**config.mk**
```make
export PLATFORM = sky130hd
export DESIGN_NAME = bmla_cell
export DESIGN_NICKNAME = d
export VERILOG_FILES = /design/src/bmla_pkg.sv /design/src/bmla_cell.sv
export SDC_FILE = /design/constraint.sdc
export NUM_CORES = 1
export LEC_CHECK = 0
export BUFFER_PORTS_ARGS = -buffer_cell sky130_fd_sc_hd__buf_2
export CAP_MARGIN = 20
export CORE_MARGIN = 3
export CORE_UTILIZATION = 50
export DETAILED_ROUTE_END_ITERATION = 7
export GPL_TIMING_DRIVEN = 0
export PLACE_DENSITY = 0.66
export SLEW_MARGIN = 15
export SYNTH_ARGS = -nofsm -noshare
export SYNTH_HDL_FRONTEND = slang
export SYNTH_SLANG_ARGS = --single-unit
```
**constraint.sdc**
```tcl
create_clock -name clk -period 14.5 [get_ports clk]
set_input_delay 0.725 -clock clk [delete_from_list [all_inputs] [get_ports clk]]
set_output_delay 0.725 -clock clk [all_outputs]
set_load 0.05 [all_outputs]
```
**src/bmla_pkg.sv**
```systemverilog
// Types, constants and saturating score helpers for the alignment core
`timescale 1ns / 1ps
`default_nettype none

package bmla_pkg;

    typedef logic signed [23:0] score_t;
    typedef logic signed [7:0]  coef_t;
    typedef logic [10:0]        rcount_t;

    localparam int CFG_DATA_W = 11;
    localparam int CFG_IDX_W  = 8;

    localparam score_t SCORE_MAX = 24'sh7FFFFF;
    localparam score_t SCORE_MIN = -24'sh800000;
    localparam logic signed [24:0] WIDE_MAX = 25'sd8388607;
    localparam logic signed [24:0] WIDE_MIN = -25'sd8388608;

    localparam rcount_t ROW_COUNT_RST = 11'd1024;
    localparam coef_t   MATCH_RST     = 8'sd2;
    localparam coef_t   MISMATCH_RST  = -8'sd3;
    localparam coef_t   GAP_RST       = -8'sd2;

    typedef enum logic [CFG_IDX_W-1:0] {
        REG_ROW_COUNT = 8'd0,
        REG_MATCH     = 8'd1,
        REG_MISMATCH  = 8'd2,
        REG_GAP       = 8'd3
    } reg_idx_t;

    typedef struct packed {
        logic match_bit;
        logic last_cell;
    } in_t;

    typedef struct packed {
        score_t      cell_score;
        logic [22:0] best_score;
        logic        final_flag;
    } out_t;

    // Per-item control from the row sequencer
    typedef struct packed {
        logic   row_zero;
        logic   first_col;
        score_t left_init;
    } seq_info_t;

    // Clamp a 25-bit sum into the score range
    function automatic score_t sat_score(input logic signed [24:0] v);
        score_t r;
        if (v > WIDE_MAX) begin
            r = SCORE_MAX;
        end
        else if (v < WIDE_MIN) begin
            r = SCORE_MIN;
        end
        else begin
            r = v[23:0];
        end
        return r;
    endfunction

    // Saturating score plus 8-bit coefficient
    function automatic score_t add_sat(input score_t a, input coef_t b);
        logic signed [24:0] s;
        s = 25'(a) + 25'(b);
        return sat_score(s);
    endfunction

endpackage

`default_nettype wire

```
**src/bmla_cell.sv**
```systemverilog
// Cell update: max of zero, above, left and diagonal, plus running best
`timescale 1ns / 1ps
`default_nettype none

module bmla_cell
    import bmla_pkg::*;
(
    input  wire logic   clk,
    input  wire logic   rst_n,
    input  wire logic   advance,
    input  wire logic   match_bit,
    input  wire logic   last_cell,
    input  wire logic   row_zero,
    input  wire score_t left_score,
    input  wire coef_t  match_score,
    input  wire coef_t  mismatch_score,
    input  wire coef_t  gap_score,
    output score_t      cell_score,
    output logic [22:0] best_score
);

    score_t boundary_reg;
    score_t above_reg;
    score_t diag_reg;
    score_t best_reg;

    score_t boundary_next;
    score_t above_cur;
    score_t diag_base;
    score_t up_val;
    score_t diag_val;
    score_t left_val;
    score_t cell_val;
    score_t best_next;

    // Form the three candidates and take the maximum, floored at zero
    always_comb
    begin
        boundary_next = add_sat(boundary_reg, gap_score);
        above_cur     = row_zero ? boundary_next : above_reg;
        diag_base     = row_zero ? boundary_reg : diag_reg;
        up_val        = add_sat(above_cur, gap_score);
        diag_val      = add_sat(diag_base, match_bit ? match_score : mismatch_score);
        left_val      = add_sat(left_score, gap_score);
        cell_val      = left_val;
        if (up_val > cell_val) begin
            cell_val = up_val;
        end
        if (diag_val > cell_val) begin
            cell_val = diag_val;
        end
        if (cell_val[23]) begin
            cell_val = '0;
        end
        best_next = (cell_val > best_reg) ? cell_val : best_reg;
    end

    assign cell_score = cell_val;
    assign best_score = best_next[22:0];

    // Hold neighbor scores; drop all of them after the last cell
    always_ff @(posedge clk or negedge rst_n)
    begin
        if (!rst_n) begin
            boundary_reg <= '0;
            above_reg    <= '0;
            diag_reg     <= '0;
            best_reg     <= '0;
        end
        else if (advance) begin
            if (last_cell) begin
                boundary_reg <= '0;
                above_reg    <= '0;
                diag_reg     <= '0;
                best_reg     <= '0;
            end
            else begin
                if (row_zero) begin
                    boundary_reg <= boundary_next;
                end
                above_reg <= cell_val;
                diag_reg  <= left_score;
                best_reg  <= best_next;
            end
        end
    end

endmodule

`default_nettype wire

```
==> implementation parameters <==
Parameter                              Value

Final layout
  Layout-stage area growth over the synthesis result ... 16.0%
  Multi-input gate area ... 11500 um2
  Final layout net count ... 2160
  # fillers ... between 2000 and 3000
  Finished Cell Area ... 16200 um2
  Fraction of layout instances using a drive strength above 1 ... 20.2%
  Number of diodes ... 0
  Reg area ... 2350 um2

GRT
  Global-route wire length before repair ... 83900 um
  Initial antenna violation count ... 0
  Pin count of the biggest net entering global routing ... 60
  Via count of the first global-routing pass ... 14200
  Global router's overall resource usage ... a little over a third
  Remaining Overflow, GRT ... 0

Synthesis
  Top_reg_cell synth ... dfrtp_1
  Total standard cell area after synthesis ... 14000 um2
  Number of instances in the synthesized netlist ... between 1500 and 2000
  Top cells by area, synth ... dfrtp_1, ha_1, a21oi_1
  Nets in the synthesized netlist ... 2023
  Dominant cell by count in the synthesized netlist ... a21oi_1
  Leading area contributor after synthesis ... dfrtp_1
  Number of flops mapped to enable cells by yosys ... 0
  Synth warnings ... 0
  Sequential element share of the synthesized area ... between 10% and 20%
  Leading cell types by count after synthesis ... a21oi_1, ha_1, nand2_1, nor2_1, o21ai_0
  Post-synth top area share ... between 10% and 20%
  Mean cell area of the mapped netlist ... a little under 8 um2
  Number of distinct library cell variants in the gate-level netlist after synthesis ... between 100 and 150
  Number of synthesized register bits ... 94
  Proportion of register bits with asynchronous set or reset after synthesis ... 100%

Route
  Total detailed-routing wirelength ... 56800 um
  Number of vias in the routed layout ... around 15000
  Number of vias per cell after detailed routing ... roughly 6.7
  Pre-antenna DRT Iters ... 6
  Routed length per instance ... 24.6 um
  Drt first-iter violations ... 1802
  Remaining antenna violation count after routing ... 0
  DRC violation count after routing ... 0

Timing
  Slew at the pin closest to its max-slew limit ... 0.961 ns
  Setup TNS ... 0 ns
  Minimum period implied by the final worst setup slack ... roughly 14 ns
  Fin worst setup slack ... 0.190 ns
  Maximum clock frequency ... 69.9 MHz
  Ratio of final minimum period to clock period ... a little over nine tenths
  Final Hold Vio Count ... 0
  Number of setup violations in the final report ... 0
  Final number of max-transition violations ... 0
  Worst clock skew on the final layout ... 0.00958 ns
  Relative max-transition margin ... 36.0%

Setup path
  CP max FO ... 26
  Critical path data arrival time ... 13.58 ns
  Critical Setup Path Class ... primary input to output port
  Required time of the critical path ... 13.78 ns
  CP Launch Type ... primary input
  Longest individual stage delay on the worst path ... ~0.66 ns
  Most Frequent Cell on Critical Path ... ha_1
  Critical-path top delay cell ... a221oi_2
  Crit. End Element ... output port

CTS
  CTS sink count ... 94
  H-tree Lvls ... 3
  Clk Latency, worst-skew pair ... 0.36 ns
  CTS tree ... built
  Longest Clk Path Bufs ... 2
  # hold bufs at CTS ... 0
  Clock root buffer master ... clkbuf_16
  Clock Pin Slew Worst Setup and Hold Paths ... 0.07 ns
  Number of buffers created by CTS ... 9

Place
  Post-Place Worst Slack ... -2.69 ns
  Detailed placer's ending HPWL ... about 45000 um
  IO Port Bufs ... between 90 and 100
  Placed Area ... 15000 um2
  Final weighted congestion of routability-driven global placement ... 1.09

Floorplanning
  Height of the chip ... 173 um
  Starting density of the core ... a little over 50%
  Die area ... 30000 um2
  Width of the chip ... 173 um
  Ports ... 101
  Core region area ... 27200 um2
  Row cnt ... 60

Flow run
  Maximum Capacitance Violations ... 0

Hold path
  Classification of the worst-slack hold path ... primary input to asynchronous set/reset pin

Outcome
  Outcome ... complete, no violations
-- routing by layer --
layer	GRT usage [%]	vias up	wire, um
met3	7.49	152	5560
li1	-	7191	-
met1	47.7	7357	23400
met4	15.7	0	2850
met5	0	-	0
met2	56.0	795	25000
-- kinds of logic after synthesis --
family	synth area share, %
buffers and inverters	4.77
other	0.0268
AND/OR/NAND/NOR	18.2
multiplexers	4.16
AO/OA/AOI/OAI	36.3
flip-flops	16.8
adder cells (fa/ha/maj)	15.5
XOR/XNOR	4.14
-- worst max-delay path: cells and delay by family --
family,cells,cell delay [ns]
AND/OR/NAND/NOR,12,2.74
adder cells (fa/ha/maj),5,1.69
buffers and inverters,9,1.79
AO/OA/AOI/OAI,27,6.56
-- through the flow --
step | cells | hold slack [ns] | utilization [%]
after detailed placement | 2269 | 0.479 | 55.1
after CTS | 2289 | 0.262 | 57.3
after global placement | 2267 | 0.477 | 54.9
after floorplan | 1798 | 0.429 | -
after global routing | 2312 | 0.276 | 59.6
final | 2312 | 0.249 | 59.6
-- what timing repair did --
action,4_1_cts,5_1_grt
resized for setup,67,122
setup buffers,5,23
endpoints found under the setup margin,58,46
endpoints found under the hold margin,0,0
pin swaps,5,26
gates cloned,0,2
-- worst paths after layout --
path / start / endpoint / slack, ns / cells past startpoint
worst min register to register: above_reg[20] / above_reg[20] / 0.50 / 1
worst max-delay path: gap_score[7] / best_score[13] / 0.19 / 53
worst min-delay path: rst_n / best_reg[16] / 0.25 / 1
min in group clk: above_reg[20] / above_reg[20] / 0.50 / 1
worst max register to register: boundary_reg[12] / best_reg[8] / 1.01 / 52
max in group asynchronous: rst_n / diag_reg[0] / 13.57 / 2
-- placed cells by master (no fill, tap or decap), types with 35 or more instances in the layout --
| cell | synthesis | final |
|---|---|---|
| clkbuf_1 | 61 | 43 |
| ha_1 | 167 | 158 |
| a21o_1 | 44 | 43 |
| nand2_1 | 162 | 161 |
| inv_1 | 77 | 77 |
| nor2_1 | 124 | 121 |
| xnor2_1 | 35 | 35 |
| nand3_1 | 36 | 35 |
| o21ai_0 | 106 | 102 |
| nand4_1 | 35 | 35 |
| a21oi_1 | 182 | 155 |
| buf_4 | 5 | 41 |
| nor2b_1 | 36 | 36 |
| buf_2 | 16 | 98 |
| dfrtp_1 | 94 | 94 |
-- layout make-up --
class / instances / area share [%]
buffer: 84 / 2.65
clock buffer: 9 / 1.39
sequential: 94 / 14.5
inverter: 78 / 1.81
timing repair buffer: 129 / 5.21
tap: 372 / 2.87
multi-input combinational: 1539 / 71.1
clock inverter: 7 / 0.502
Power is left out: the tool's default activity adds up to more than one toggle a clock period on the data nets, which glitch-free logic cannot reach.
