File: src/bmla_pkg.sv
// Types, constants and saturating score helpers for the alignment core
`timescale 1ns / 1ps
`default_nettype none

package bmla_pkg;

    typedef logic signed [23:0] score_t;
    typedef logic signed [7:0]  coef_t;
    typedef logic [10:0]        rcount_t;

    localparam int CFG_DATA_W = 11;
    localparam int CFG_IDX_W  = 8;

    localparam score_t SCORE_MAX = 24'sh7FFFFF;
    localparam score_t SCORE_MIN = -24'sh800000;
    localparam logic signed [24:0] WIDE_MAX = 25'sd8388607;
    localparam logic signed [24:0] WIDE_MIN = -25'sd8388608;

    localparam rcount_t ROW_COUNT_RST = 11'd1024;
    localparam coef_t   MATCH_RST     = 8'sd2;
    localparam coef_t   MISMATCH_RST  = -8'sd3;
    localparam coef_t   GAP_RST       = -8'sd2;

    typedef enum logic [CFG_IDX_W-1:0] {
        REG_ROW_COUNT = 8'd0,
        REG_MATCH     = 8'd1,
        REG_MISMATCH  = 8'd2,
        REG_GAP       = 8'd3
    } reg_idx_t;

    typedef struct packed {
        logic match_bit;
        logic last_cell;
    } in_t;

    typedef struct packed {
        score_t      cell_score;
        logic [22:0] best_score;
        logic        final_flag;
    } out_t;

    // Per-item control from the row sequencer
    typedef struct packed {
        logic   row_zero;
        logic   first_col;
        score_t left_init;
    } seq_info_t;

    // Clamp a 25-bit sum into the score range
    function automatic score_t sat_score(input logic signed [24:0] v);
        score_t r;
        if (v > WIDE_MAX) begin
            r = SCORE_MAX;
        end
        else if (v < WIDE_MIN) begin
            r = SCORE_MIN;
        end
        else begin
            r = v[23:0];
        end
        return r;
    endfunction

    // Saturating score plus 8-bit coefficient
    function automatic score_t add_sat(input score_t a, input coef_t b);
        logic signed [24:0] s;
        s = 25'(a) + 25'(b);
        return sat_score(s);
    endfunction

endpackage

`default_nettype wire

File: src/bmla_seq.sv
// Row sequencer: row index, first-column flag and column-0 boundary value
`timescale 1ns / 1ps
`default_nettype none

module bmla_seq
    import bmla_pkg::*;
#(
    parameter int MAX_ROWS = 1024
) (
    input  wire logic                   clk,
    input  wire logic                   rst_n,
    input  wire logic                   accept,
    input  wire logic                   last_cell,
    input  wire rcount_t                row_count,
    input  wire coef_t                  gap_score,
    output logic [((MAX_ROWS > 1) ? $clog2(MAX_ROWS) : 1)-1:0] addr,
    output seq_info_t                   info
);

    localparam int AW = (MAX_ROWS > 1) ? $clog2(MAX_ROWS) : 1;
    localparam int CW = $clog2(MAX_ROWS + 1);
    localparam int EW = (CW > 11) ? CW : 11;
    localparam int PW = CW + 9;
    localparam int SW = (PW > 25) ? PW : 25;
    localparam logic [EW-1:0] ROWS_MAX = EW'(MAX_ROWS);
    localparam logic signed [SW-1:0] LIM_HI = SW'(SCORE_MAX);
    localparam logic signed [SW-1:0] LIM_LO = SW'(SCORE_MIN);

    logic [AW-1:0]          row_index_reg;
    logic                   first_col_reg;
    logic [EW-1:0]          rows_eff;
    logic [EW-1:0]          row_count_x;
    logic [AW-1:0]          r_sel;
    logic [EW-1:0]          r_inc;
    logic                   col_end;
    logic signed [PW-1:0]   prod;
    logic signed [SW-1:0]   prod_x;

    // Clamp the row count into 1..MAX_ROWS
    assign row_count_x = EW'(row_count);
    always_comb
    begin
        if (row_count_x == '0) begin
            rows_eff = EW'(1);
        end
        else if (row_count_x > ROWS_MAX) begin
            rows_eff = ROWS_MAX;
        end
        else begin
            rows_eff = row_count_x;
        end
    end

    // Wrap a row index left past a lowered count
    assign r_sel   = (EW'(row_index_reg) >= rows_eff) ? '0 : row_index_reg;
    assign r_inc   = EW'(r_sel) + EW'(1);
    assign col_end = (r_inc >= rows_eff);

    // Column-0 boundary: (row + 1) * gap, saturated
    assign prod   = $signed({1'b0, r_inc[CW-1:0]}) * gap_score;
    assign prod_x = SW'(prod);

    always_comb
    begin
        info.row_zero  = (r_sel == '0);
        info.first_col = first_col_reg;
        if (prod_x > LIM_HI) begin
            info.left_init = SCORE_MAX;
        end
        else if (prod_x < LIM_LO) begin
            info.left_init = SCORE_MIN;
        end
        else begin
            info.left_init = prod_x[23:0];
        end
    end

    assign addr = r_sel;

    // Advance the row on each accepted word; restart after the last cell
    always_ff @(posedge clk or negedge rst_n)
    begin
        if (!rst_n) begin
            row_index_reg <= '0;
            first_col_reg <= 1'b1;
        end
        else if (accept) begin
            if (last_cell) begin
                row_index_reg <= '0;
                first_col_reg <= 1'b1;
            end
            else if (col_end) begin
                row_index_reg <= '0;
                first_col_reg <= 1'b0;
            end
            else begin
                row_index_reg <= r_inc[AW-1:0];
            end
        end
    end

endmodule

`default_nettype wire

File: config.mk
export PLATFORM = sky130hd
export DESIGN_NAME = bmla_seq
export DESIGN_NICKNAME = d
export VERILOG_FILES = /design/src/bmla_pkg.sv /design/src/bmla_seq.sv
export SDC_FILE = /design/constraint.sdc
export NUM_CORES = 1
export LEC_CHECK = 0
export BUFFER_PORTS_ARGS = -buffer_cell sky130_fd_sc_hd__buf_2
export CELL_PAD_IN_SITES_DETAIL_PLACEMENT = 0
export CELL_PAD_IN_SITES_GLOBAL_PLACEMENT = 1
export CORE_AREA = 10 10 123 125
export DETAILED_ROUTE_END_ITERATION = 12
export DIE_AREA = 0 0 133 135
export MAX_ROUTING_LAYER = met4
export PLACE_DENSITY = 0.74
export SLEW_MARGIN = 30
export SYNTH_ARGS = -nofsm -noshare
export SYNTH_HDL_FRONTEND = slang
export SYNTH_SLANG_ARGS = --single-unit
export TNS_END_PERCENT = 5
File: constraint.sdc
create_clock -name clk -period 17.64 [get_ports clk]
set_input_delay 1.764 -clock clk [delete_from_list [all_inputs] [get_ports clk]]
set_output_delay 1.764 -clock clk [all_outputs]
set_load 0.1 [all_outputs]
==> results of run 1 <==
==> power by group <==
part	internal [mW]	total, mW	leakage (nW)	switching [mW]
combinational	0.0658	0.312	2.36	0.246
clock	0.0304	0.0422	0.0382	0.0118
sequential	0.0269	0.0292	0.148	0.00226
total	0.123	0.383	2.54	0.260
==> layer usage <==
layer	GRT usage (%)	part of all wire (%)	vias up
li1	-	-	1748
met1	16.5	47	1737
met2	21.7	48	81
met3	0.668	4.6	5
met4	1.96	0.58	0
met5	-	0	-
==> synthesized netlist by cell type, types with 4 or more instances <==
cell type                  count
sky130_fd_sc_hd__a31oi_1       4
sky130_fd_sc_hd__nand2_1      38
sky130_fd_sc_hd__xnor2_1      17
sky130_fd_sc_hd__inv_1       101
sky130_fd_sc_hd__ha_1         72
sky130_fd_sc_hd__a211o_1       4
sky130_fd_sc_hd__dfrtp_1      10
sky130_fd_sc_hd__nor2b_1       5
sky130_fd_sc_hd__nand2b_1      7
sky130_fd_sc_hd__clkbuf_1     10
sky130_fd_sc_hd__o22ai_1       4
sky130_fd_sc_hd__nor4_1        5
sky130_fd_sc_hd__a21oi_1      14
sky130_fd_sc_hd__fa_1         55
sky130_fd_sc_hd__o211ai_1      4
sky130_fd_sc_hd__buf_4         4
sky130_fd_sc_hd__o21a_1        4
sky130_fd_sc_hd__and2_1       57
sky130_fd_sc_hd__nand3_1      10
sky130_fd_sc_hd__nand4_1       4
sky130_fd_sc_hd__a21o_1        8
sky130_fd_sc_hd__nor2_1       29
sky130_fd_sc_hd__xor2_1        4
sky130_fd_sc_hd__o21ai_0       7
==> worst max path at each step <==
| stage | startpoint | to | slack, ps |
|---|---|---|---|
| after floorplan | row_count[10] | info[20] | 5350 |
| after global placement | row_count[2] | info[20] | 6520 |
| after detailed placement | row_count[2] | info[21] | 6310 |
| after CTS | row_count[2] | info[21] | 6270 |
| after global routing | row_count[2] | info[21] | 5560 |
| final | row_count[2] | info[21] | 6310 |
==> kinds of logic (layout without fill, tap and decap cells) <==
kind of cell,Yosys count,in the layout,synth area share [%]
AO/OA/AOI/OAI,73,73,12.2
adder cells (fa/ha/maj),127,127,46.2
buffers and inverters,119,164,11.0
AND/OR/NAND/NOR,164,164,19.9
flip-flops,11,11,6.38
XOR/XNOR,21,21,4.25
==> stage by stage <==
step | hold slack [ps] | setup slack (ps)
global route | 566 | 5560
CTS | 544 | 6270
detailed placement | 534 | 6310
finish | 537 | 6310
floorplan | 521 | 5350
global placement | 532 | 6520
==> cell type report <==
type	count	area (sq um)	area share (%)
timing repair buffer	58	290	6.01
sequential	11	277	5.73
tap	172	215	4.46
inverter	102	383	7.93
clock buffer	4	78.8	1.63
multi-input combinational	385	3590	74.2
==> key figures, run 1 <==
Hold path
  • Hold-critical path depth: 1
  • Origin of the worst min-delay path: first_col_reg
  • End point of the worst hold path: first_col_reg
  • Hold Crit Class: register to register

Worst setup path
  • Critical Path Stages: 32
  • Sort of element at the start of the critical path: primary input
  • Endpoint of the lowest-slack register-to-register path: row_index_reg[9]
  • Data required time of the worst path: 15880 ps
  • Slowest library cell on the worst path: sky130_fd_sc_hd__fa_1
  • Worst setup EP type: output pin
  • Reg-to-reg critical path startpoint: row_index_reg[2]
  • Minimum setup slack among reg-to-reg paths: 12500 ps
  • Critical path buffer and inverter count: 6
  • Largest incremental delay on the critical path: 540 ps
  • Setup Crit Path Kind: primary input to output pin
  • Top delay family on crit path: adder cells
  • Crit path max fanout: 9
  • Cell depth of the worst flop-to-flop path: 19
  • Data arrival time of the critical path: 9560 ps

CTS
  • TritonCTS clock tree: done
  • Clock slew at the register clock pins of the worst setup and hold paths: 40 ps
  • Maximum root-to-sink buffer count: 2
  • Root Buffer Master: sky130_fd_sc_hd__clkbuf_16
  • Post-CTS setup buffer count: 0
  • CTS Hold Bufs: 0
  • Clock sinks: 11
  • H-tree lvl count: 1
  • Worst skew pair latency: 240 ps
  • Resized cells post-CTS: 0
  • Number of buffers created by CTS: 3

Global routing
  • First-pass GRT wire length: 18900 um
  • Leftover overflow at the end of global routing: 0
  • Total global-route track usage: 12.7%
  • Initial antenna violation count: 0
  • Largest net degree at the start of global routing: 24
  • Vias in the first global route: 3935

Synth
  • Fraction of registers with async set or reset after synthesis: 100%
  • Number of flip-flops and latches in the synthesized netlist: 11
  • Post-synthesis instance total: 515
  • Area share of the leading cell type in the synthesized netlist: 25.4%
  • Sequential element share of the synthesized area: 6.38%
  • Number of warning messages in the yosys log: 0
  • Cell types with the largest area share after synthesis: sky130_fd_sc_hd__fa_1 (25%), sky130_fd_sc_hd__ha_1 (21%), sky130_fd_sc_hd__inv_1 (8.8%)
  • Post-Synthesis Mean Instance Area: 8.41 sq um
  • Netlist area before placement: 0.00433 sq mm
  • Syn Nets: 665
  • Number of flops mapped to enable cells by yosys: 0
  • Number of distinct library cells after synthesis: 49
  • Library cell occupying the most area in the post-synthesis netlist: sky130_fd_sc_hd__fa_1
  • Primary FF master, synth: sky130_fd_sc_hd__dfrtp_1

STA
  • Final hold vios: 0
  • Slew of the pin with the lowest slew margin: 670 ps
  • Setup violation total in the final timing report: 0
  • Worst clock skew: 4.68 ps
  • Clock period minus worst slack: 11330 ps
  • Upper clock frequency limit: 0.0883 GHz
  • Ratio of final minimum period to clock period: 64.2%
  • Fin Setup TNS: 0 ps
  • Setup repair after global routing missed its margin: no
  • Max-slew headroom at the worst pin: 55.2%
  • Final max-slew violation count: 0

Final layout
  • Number of antenna diodes: 0
  • Proportion of layout cells with a drive suffix above 1: 13.4%
  • Commonest non-fill, non-tap cells in the layout: sky130_fd_sc_hd__inv_1 (101), sky130_fd_sc_hd__ha_1 (72), sky130_fd_sc_hd__buf_2 (58), sky130_fd_sc_hd__and2_1 (57), sky130_fd_sc_hd__fa_1 (55)
  • Max FFs per register: 10
  • Leading cell type in the layout, fill and taps excluded: sky130_fd_sc_hd__inv_1
  • Net count reported at finish: 711
  • Post-layout utilization of the core: 38.4%
  • Final design area excluding fillers: 0.00483 sq mm
  • Fill cell instance count of the final layout: 1300
  • Synthesis-to-finish area growth: 11.5%
  • Final instance count without filler cells: 732

Drt
  • Routed wirelength normalized by instance count: 14.6 um
  • Count of nets left with antenna violations after detail routing: 0
  • Detail-routed via count per cell: 4.88
  • TritonRoute pass-1 iters: 4
  • Count of vias placed by the detailed router: 3571
  • Number of DRC violations after detailed-routing iteration 0: 173
  • Remaining routing DRC violations: 0
  • Wirelength, routed: 10700 um

Pwr
  • Power density of the placed cells: 79.4 mW/mm^2
  • Worst VDD drop: 0.0355 mV
  • Pleak: 2.54 nW
  • Overall power: 0.383 mW

Floorplanning
  • Die Height: 135 um
  • Initial standard-cell utilization of the core: 34.5%
  • Total die area: 0.0180 sq mm
  • Top Ports: 59
  • Horizontal die dimension: 133 um
  • Cell row count: 41
  • Core Footprint: 0.0126 sq mm

Placed design
  • Buffers added on ports: 58
  • Detailed placer's ending HPWL: 9080 um
  • Final weighted congestion in routability-driven placement: 0.938
  • Post-Place Cells: 728
  • Total placed instance area: 0.00474 sq mm

Run
  • Number of max-cap violations: 0

Status
  • Run status: finished clean
(Power assumes the default switching activity.)
==> run 2, diff against run 1 <==
Settings changed: ABC_AREA from default to 1, CORE_AREA 10 10 123 125 to 10 10 124 126, DIE_AREA 0 0 133 135 to 0 0 134 136, PLACE_DENSITY 0.74 to 0.78.
Clock period 17.64 ns to 9.55 ns, I/O delays scaled along.
==> key figures, run 2 <==
Global routing
  • Vias in the first global route: 4255 (+8.1%)
  • Leftover overflow at the end of global routing: 0 (unchanged)
  • First-pass GRT wire length: 20900 um (+11%)
  • Initial antenna violation count: 0 (unchanged)
  • Total global-route track usage: 14.2% (+1.5 points)
  • Largest net degree at the start of global routing: 12 (-50%)

Floorplanning
  • Horizontal die dimension: 134 um (+0.75%)
  • Total die area: 0.0182 sq mm (+1.5%)
  • Core Footprint: 0.0130 sq mm (+3.3%)
  • Die Height: 136 um (+0.74%)
  • Initial standard-cell utilization of the core: 34.1% (-0.33 points)
  • Cell row count: 42 (+2.4%)
  • Top Ports: 59 (unchanged)

Synth
  • Syn Nets: 761 (+14%)
  • Library cell occupying the most area in the post-synthesis netlist: sky130_fd_sc_hd__fa_1
  • Area share of the leading cell type in the synthesized netlist: 24.9% (-0.57 points)
  • Fraction of registers with async set or reset after synthesis: 100% (unchanged)
  • Netlist area before placement: 0.00443 sq mm (+2.3%)
  • List of most frequent post-synthesis cells: sky130_fd_sc_hd__inv_1 (146), sky130_fd_sc_hd__nand2_1 (120), sky130_fd_sc_hd__ha_1 (72)
  • Number of warning messages in the yosys log: 0 (unchanged)
  • Most numerous cell in the Yosys netlist: sky130_fd_sc_hd__inv_1
  • Number of flip-flops and latches in the synthesized netlist: 11 (unchanged)
  • Number of distinct library cells after synthesis: 37 (-24%)
  • Primary FF master, synth: sky130_fd_sc_hd__dfrtp_1
  • Cell types with the largest area share after synthesis: sky130_fd_sc_hd__fa_1 (25%), sky130_fd_sc_hd__ha_1 (20%), sky130_fd_sc_hd__inv_1 (12%)
  • Post-Synthesis Mean Instance Area: 7.25 sq um (-14%)
  • Post-synthesis instance total: 611 (+19%)
  • Sequential element share of the synthesized area: 6.24% (-0.14 points)
  • Number of flops mapped to enable cells by yosys: 0 (unchanged)

STA
  • Setup violation total in the final timing report: 0 (unchanged)
  • Upper clock frequency limit: 0.112 GHz
  • Ratio of final minimum period to clock period: 93.7%
  • Clock period minus worst slack: 8950 ps
  • Max-slew headroom at the worst pin: 52.6% (-2.5 points)
  • Final hold vios: 0 (unchanged)
  • Min Hold Slack: 502 ps (-35.4 ps)
  • Final worst slack: 600 ps (-5710 ps)
  • Slew of the pin with the lowest slew margin: 705 ps (+35.2 ps)
  • Worst clock skew: 2.40 ps (-2.28 ps)
  • Final max-slew violation count: 0 (unchanged)
  • Setup repair after global routing missed its margin: no

Pwr
  • Pleak: 3.01 nW (+18%)
  • Net Sw Frac: 68.1% (+0.20 points)
  • Internal power: 0.223 mW (+81%)
  • Comb pwr share: 81.0% (-0.4 points)
  • Power density of the placed cells: 137 mW/mm^2 (+73%)
  • Proportion of power drawn by the clock network: 11.5% (+0.5 points)
  • Net switching power figure: 0.476 mW (+83%)
  • Worst VDD drop: 0.0728 mV (+110%)
  • Relative contribution of sequential cells to total power: 7.6% (about the same)

Worst setup path
  • Worst setup EP type: output pin
  • Cell depth of the worst flop-to-flop path: 23 (+4)
  • Data required time of the worst path: 8600 ps (-7280 ps)
  • Largest incremental delay on the critical path: 540 ps (about the same)
  • Sort of element at the start of the critical path: primary input
  • Setup Crit Path Kind: primary input to output pin
  • Crit path max fanout: 11 (+2)
  • Slowest library cell on the worst path: sky130_fd_sc_hd__fa_1
  • Data arrival time of the critical path: 7990 ps (-1570 ps)

Placed design
  • Final weighted congestion in routability-driven placement: 0.919 (-2.0%)
  • Buffers added on ports: 58 (unchanged)
  • Post-Place Cells: 841 (+16%)
  • Detailed placer's ending HPWL: 10900 um (+20%)
  • Placement-stage worst setup slack: 202 ps (-6110 ps)

CTS
  • Clock sinks: 11 (unchanged)
  • Root Buffer Master: sky130_fd_sc_hd__clkbuf_16
  • H-tree lvl count: 1 (unchanged)
  • CTS Hold Bufs: 0 (unchanged)
  • Number of buffers created by CTS: 3 (unchanged)
  • Clock slew at the register clock pins of the worst setup and hold paths: 50 ps (about the same)
  • Resized cells post-CTS: 0 (unchanged)
  • Post-CTS setup buffer count: 0 (unchanged)
  • Worst skew pair latency: 240 ps (about the same)
  • Maximum root-to-sink buffer count: 2 (unchanged)
  • TritonCTS clock tree: done

Drt
  • Count of nets left with antenna violations after detail routing: 0 (unchanged)
  • Remaining routing DRC violations: 0 (unchanged)
  • Detail-routed via count per cell: 4.73 (-3.1%)
  • Count of vias placed by the detailed router: 3995 (+12%)
  • WL met3: 490 um (+0.62%)
  • Met2 wirelength from detailed routing: 5800 um (+14%)
  • TritonRoute pass-1 iters: 4 (unchanged)
  • Routed length on met1: 5750 um (+15%)
  • Routed wirelength normalized by instance count: 14.3 um (-1.5%)
  • Number of DRC violations after detailed-routing iteration 0: 252 (+46%)
  • Wirelength, routed: 12100 um (+14%)
  • Top routing layer in use: met4

Final layout
  • Commonest non-fill, non-tap cells in the layout: sky130_fd_sc_hd__inv_1 (145), sky130_fd_sc_hd__nand2_1 (119), sky130_fd_sc_hd__ha_1 (72), sky130_fd_sc_hd__nor2_1 (62), sky130_fd_sc_hd__fa_1 (55)
  • Flip-flop and latch area: 277 sq um (unchanged)
  • Proportion of layout cells with a drive suffix above 1: 17.2% (+3.8 points)
  • Leading cell type in the layout, fill and taps excluded: sky130_fd_sc_hd__inv_1
  • Net count reported at finish: 820 (+15%)
  • Fill cell instance count of the final layout: 1386 (+6.6%)
  • Final instance count without filler cells: 845 (+15%)
  • Post-layout utilization of the core: 39.3% (+0.83 points)
  • Total area of multi-input combinational cells: 0.00359 sq mm (+0.24%)
  • Number of antenna diodes: 0 (unchanged)
  • Max FFs per register: 10 (unchanged)
  • Synthesis-to-finish area growth: 15.0%

Hold path
  • Hold-critical path depth: 2 (+1)
  • Hold Crit Class: register to register

Run
  • Number of max-cap violations: 0 (unchanged)

Status
  • Run status: finished clean
-- run 2: cell count changes after synthesis, sizes merged, moves of 8 or more --
cell / change
nor2: +44
and2: -57
inv: +52
xnor2: -11
a21oi: +9
clkbuf: -9
nand2: +95
a21o: -8
nand3: +11
-- run 2: worst max-delay path, delay by kind of cell --
kind / cells / cell delay (ps)
AND/OR/NAND/NOR: 16 / 2050
buffers and inverters: 9 / 990
adder cells (fa/ha/maj): 7 / 3060
AO/OA/AOI/OAI: 5 / 920
-- run 2: layer usage --
layer	vias up	global-route usage, %
met5	-	-
met4	0	1.69
met3	6	1.11
met2	74	23.9
met1	1940	18.7
li1	1975	-
-- run 2: worst paths after layout --
path	startpoint	to	slack (ps)
worst min register to register	first_col_reg	first_col_reg	500
min in group asynchronous	rst_n	row_index_reg[8]	590
worst max register to register	row_index_reg[4]	row_index_reg[2]	4940
worst max-delay path	row_count[1]	info[18]	600
worst min-delay path	first_col_reg	first_col_reg	500
max in group asynchronous	rst_n	first_col_reg	8680
-- run 2: metrics by stage --
stage / cell area [sq um] / total power [mW] / setup TNS (ps)
global placement: 4960 / 0.621 / 0
floorplan: 4480 / 0.529 / -509
finish: 5100 / 0.699 / 0
CTS: 5040 / 0.704 / 0
global route: 5100 / 0.757 / 0
detailed placement: 4960 / 0.622 / 0
-- run 2: logic make-up after synthesis --
family / Yosys count / share of synthesized area [%]
compound gates: 50 / 6.21
flops: 11 / 6.24
xor+xnor: 15 / 2.97
buf+inv: 161 / 14.1
simple gates: 247 / 25.2
fa+ha+maj: 127 / 45.2
-- run 2: area by class of cell --
| cell class | instances | share of cell area [%] |
|---|---|---|
| Inverter | 155 | 11.4 |
| Sequential cell | 11 | 5.43 |
| Multi-Input combinational cell | 439 | 70.5 |
| Timing Repair Buffer | 60 | 6.75 |
| Clock buffer | 4 | 1.55 |
| Tap cell | 176 | 4.32 |
-- run 2: power groups by stage --
| stage | sequential, mW | combinational [mW] | clock (mW) |
|---|---|---|---|
| CTS | 0.0530 | 0.570 | 0.0802 |
| global route | 0.0534 | 0.620 | 0.0832 |
| global placement | 0.0537 | 0.567 | 0 |
| finish | 0.0530 | 0.566 | 0.0801 |
| detailed placement | 0.0537 | 0.568 | 0 |
| floorplan | 0.0524 | 0.477 | 0 |
==> run 3, diff against run 2 <==
--- a/constraint.sdc
+++ b/constraint.sdc
@@ -3,2 +3,2 @@
 set_output_delay 0.955 -clock clk [all_outputs]
-set_load 0.1 [all_outputs]
+set_load 0.005 [all_outputs]
==> key figures, run 3 (synthesis results as in run 2) <==
Final layout
  • Leading cell type in the layout, fill and taps excluded: sky130_fd_sc_hd__inv_1
  • Commonest non-fill, non-tap cells in the layout: sky130_fd_sc_hd__inv_1 (145), sky130_fd_sc_hd__nand2_1 (120), sky130_fd_sc_hd__ha_1 (72), sky130_fd_sc_hd__nor2_1 (64), sky130_fd_sc_hd__buf_2 (58)
  • Post-layout utilization of the core: 38.3% (-0.94 points)
  • Proportion of layout cells with a drive suffix above 1: 15.4% (-1.7 points)
  • Number of antenna diodes: 0 (unchanged)
  • Net count reported at finish: 818 (-0.24%)
  • Max FFs per register: 10 (unchanged)
  • Final instance count without filler cells: 843 (-0.24%)
  • Synthesis-to-finish area growth: 12.3%

CTS
  • Clock slew at the register clock pins of the worst setup and hold paths: 40 ps (about the same)
  • TritonCTS clock tree: done
  • Post-CTS setup buffer count: 0 (unchanged)
  • CTS Hold Bufs: 0 (unchanged)
  • H-tree lvl count: 1 (unchanged)
  • Resized cells post-CTS: 0 (unchanged)
  • Root Buffer Master: sky130_fd_sc_hd__clkbuf_16
  • Worst skew pair latency: 240 ps (about the same)
  • Maximum root-to-sink buffer count: 2 (unchanged)
  • Clock sinks: 11 (unchanged)
  • Number of buffers created by CTS: 3 (unchanged)

Hold path
  • Origin of the worst min-delay path: first_col_reg
  • Hold Crit Class: register to register

Worst setup path
  • Largest incremental delay on the critical path: 550 ps (about the same)
  • Data arrival time of the critical path: 7890 ps (-100 ps)
  • Worst setup EP type: output pin
  • Setup Crit Path Kind: primary input to output pin
  • Critical path's most frequent cell: sky130_fd_sc_hd__nand2_1
  • Sort of element at the start of the critical path: primary input
  • Slowest library cell on the worst path: sky130_fd_sc_hd__fa_1
  • Top delay family on crit path: adder cells
  • Crit path max fanout: 11 (unchanged)
  • Reg-to-reg critical path startpoint: row_index_reg[4]
  • Critical path buffer and inverter count: 9 (unchanged)
  • Crit. Startpoint: row_count[1]
  • Data required time of the worst path: 8600 ps (about the same)

STA
  • Max-slew headroom at the worst pin: 59.7% (+7.1 points)
  • Slew of the pin with the lowest slew margin: 600 ps (-105 ps)
  • Setup violation total in the final timing report: 0 (unchanged)
  • Upper clock frequency limit: 0.113 GHz (+1.2%)
  • Ratio of final minimum period to clock period: 92.6% (-1.1 points)
  • Fin Setup TNS: 0 ps (unchanged)
  • Clock period minus worst slack: 8840 ps (-107 ps)
  • Setup repair after global routing missed its margin: no
  • Final max-slew violation count: 0 (unchanged)
  • Worst clock skew: 2.97 ps (+0.572 ps)
  • Final hold vios: 0 (unchanged)

Drt
  • Remaining routing DRC violations: 0 (unchanged)
  • Count of vias placed by the detailed router: 3965 (-0.75%)
  • Detail-routed via count per cell: 4.70 (-0.52%)
  • Number of DRC violations after detailed-routing iteration 0: 248 (-1.6%)
  • Wirelength, routed: 11800 um (-2.5%)
  • Count of nets left with antenna violations after detail routing: 0 (unchanged)
  • TritonRoute pass-1 iters: 5 (+1)
  • Routed wirelength normalized by instance count: 14.0 um (-2.3%)

Pwr
  • Pleak: 2.97 nW (-1.2%)
  • Power density of the placed cells: 83.2 mW/mm^2 (-39%)
  • Overall power: 0.414 mW (-41%)
  • Worst VDD drop: 0.0479 mV (-34%)

Placed design
  • Post-Place Cells: 839 (-0.24%)
  • Final weighted congestion in routability-driven placement: 0.915 (-0.42%)
  • Buffers added on ports: 58 (unchanged)
  • Detailed placer's ending HPWL: 10400 um (-4.0%)

Run
  • Number of max-cap violations: 0 (unchanged)

Global routing
  • Leftover overflow at the end of global routing: 0 (unchanged)
  • Vias in the first global route: 4194 (-1.4%)
  • Largest net degree at the start of global routing: 12 (unchanged)
  • Total global-route track usage: 14.1% (-0.083 points)
  • First-pass GRT wire length: 20600 um (-1.5%)
  • Initial antenna violation count: 0 (unchanged)

Floorplanning
  • Core Footprint: 0.0130 sq mm (unchanged)
  • Horizontal die dimension: 134 um (unchanged)
  • Cell row count: 42 (unchanged)
  • Total die area: 0.0182 sq mm (unchanged)
  • Die Height: 136 um (unchanged)
  • Top Ports: 59 (unchanged)
  • Initial standard-cell utilization of the core: 34.1% (unchanged)

Status
  • Run status: finished clean
## run 3: final cells by class
cell class | instances | area, sq um
clock buffer | 4 | 78.8
fill | 1416 | 8010
inverter | 155 | 582
multi-input combinational | 439 | 3530
sequential | 11 | 277
tap | 176 | 220
timing repair buffer | 58 | 290
## run 3: routing by layer
layer / track usage, % / part of all wire (%)
met5: - / 0
met4: 2.36 / 0.68
met3: 1.11 / 4.2
met2: 23.4 / 48
met1: 18.7 / 47
## run 3: worst reg2reg max path, stage by stage (launching register included)
cell and delay [ps]:
sky130_fd_sc_hd__dfrtp_1 470, sky130_fd_sc_hd__ha_1 350, sky130_fd_sc_hd__nand2_1 70, sky130_fd_sc_hd__nand2_1 40
sky130_fd_sc_hd__nand2_1 50, sky130_fd_sc_hd__nand2_1 50, sky130_fd_sc_hd__nand2_1 70, sky130_fd_sc_hd__nand2_2 100
sky130_fd_sc_hd__nor2_8 210, sky130_fd_sc_hd__nand2_4 150, sky130_fd_sc_hd__inv_2 130, sky130_fd_sc_hd__ha_1 220
sky130_fd_sc_hd__inv_1 90, sky130_fd_sc_hd__nor2_2 210, sky130_fd_sc_hd__nand4_2 320, sky130_fd_sc_hd__inv_1 180
sky130_fd_sc_hd__ha_1 260, sky130_fd_sc_hd__a21oi_1 150, sky130_fd_sc_hd__o21a_1 140, sky130_fd_sc_hd__nand4_1 210
sky130_fd_sc_hd__nor3_1 530, sky130_fd_sc_hd__inv_1 250, sky130_fd_sc_hd__o21ai_0 210
## run 3: worst paths after layout
kind / to / slack, ps / depth (start not counted)
min in group asynchronous: row_index_reg[7] / 590 / 1
max in group asynchronous: first_col_reg / 8670 / 1
hold / removal: first_col_reg / 500 / 2
setup / recovery: info[22] / 710 / 36
setup reg to reg: row_index_reg[3] / 4990 / 22
hold reg to reg: first_col_reg / 500 / 2
## run 3: metrics by stage
step	setup slack [ps]	hold slack [ps]	cell area [sq um]
6_report	707	497	4970
5_1_grt	21.1	550	4970
4_1_cts	519	509	4970
3_5_place_dp	541	503	4900
3_3_place_gp	715	489	4900
2_1_floorplan	1370	475	4430
## run 3: power by group
group / switching, mW / internal [mW] / leakage, nW / total [mW]
logic: 0.170 / 0.113 / 2.79 / 0.283
clock network: 0.0220 / 0.0562 / 0.0382 / 0.0782
registers: 0.00300 / 0.0498 / 0.148 / 0.0528
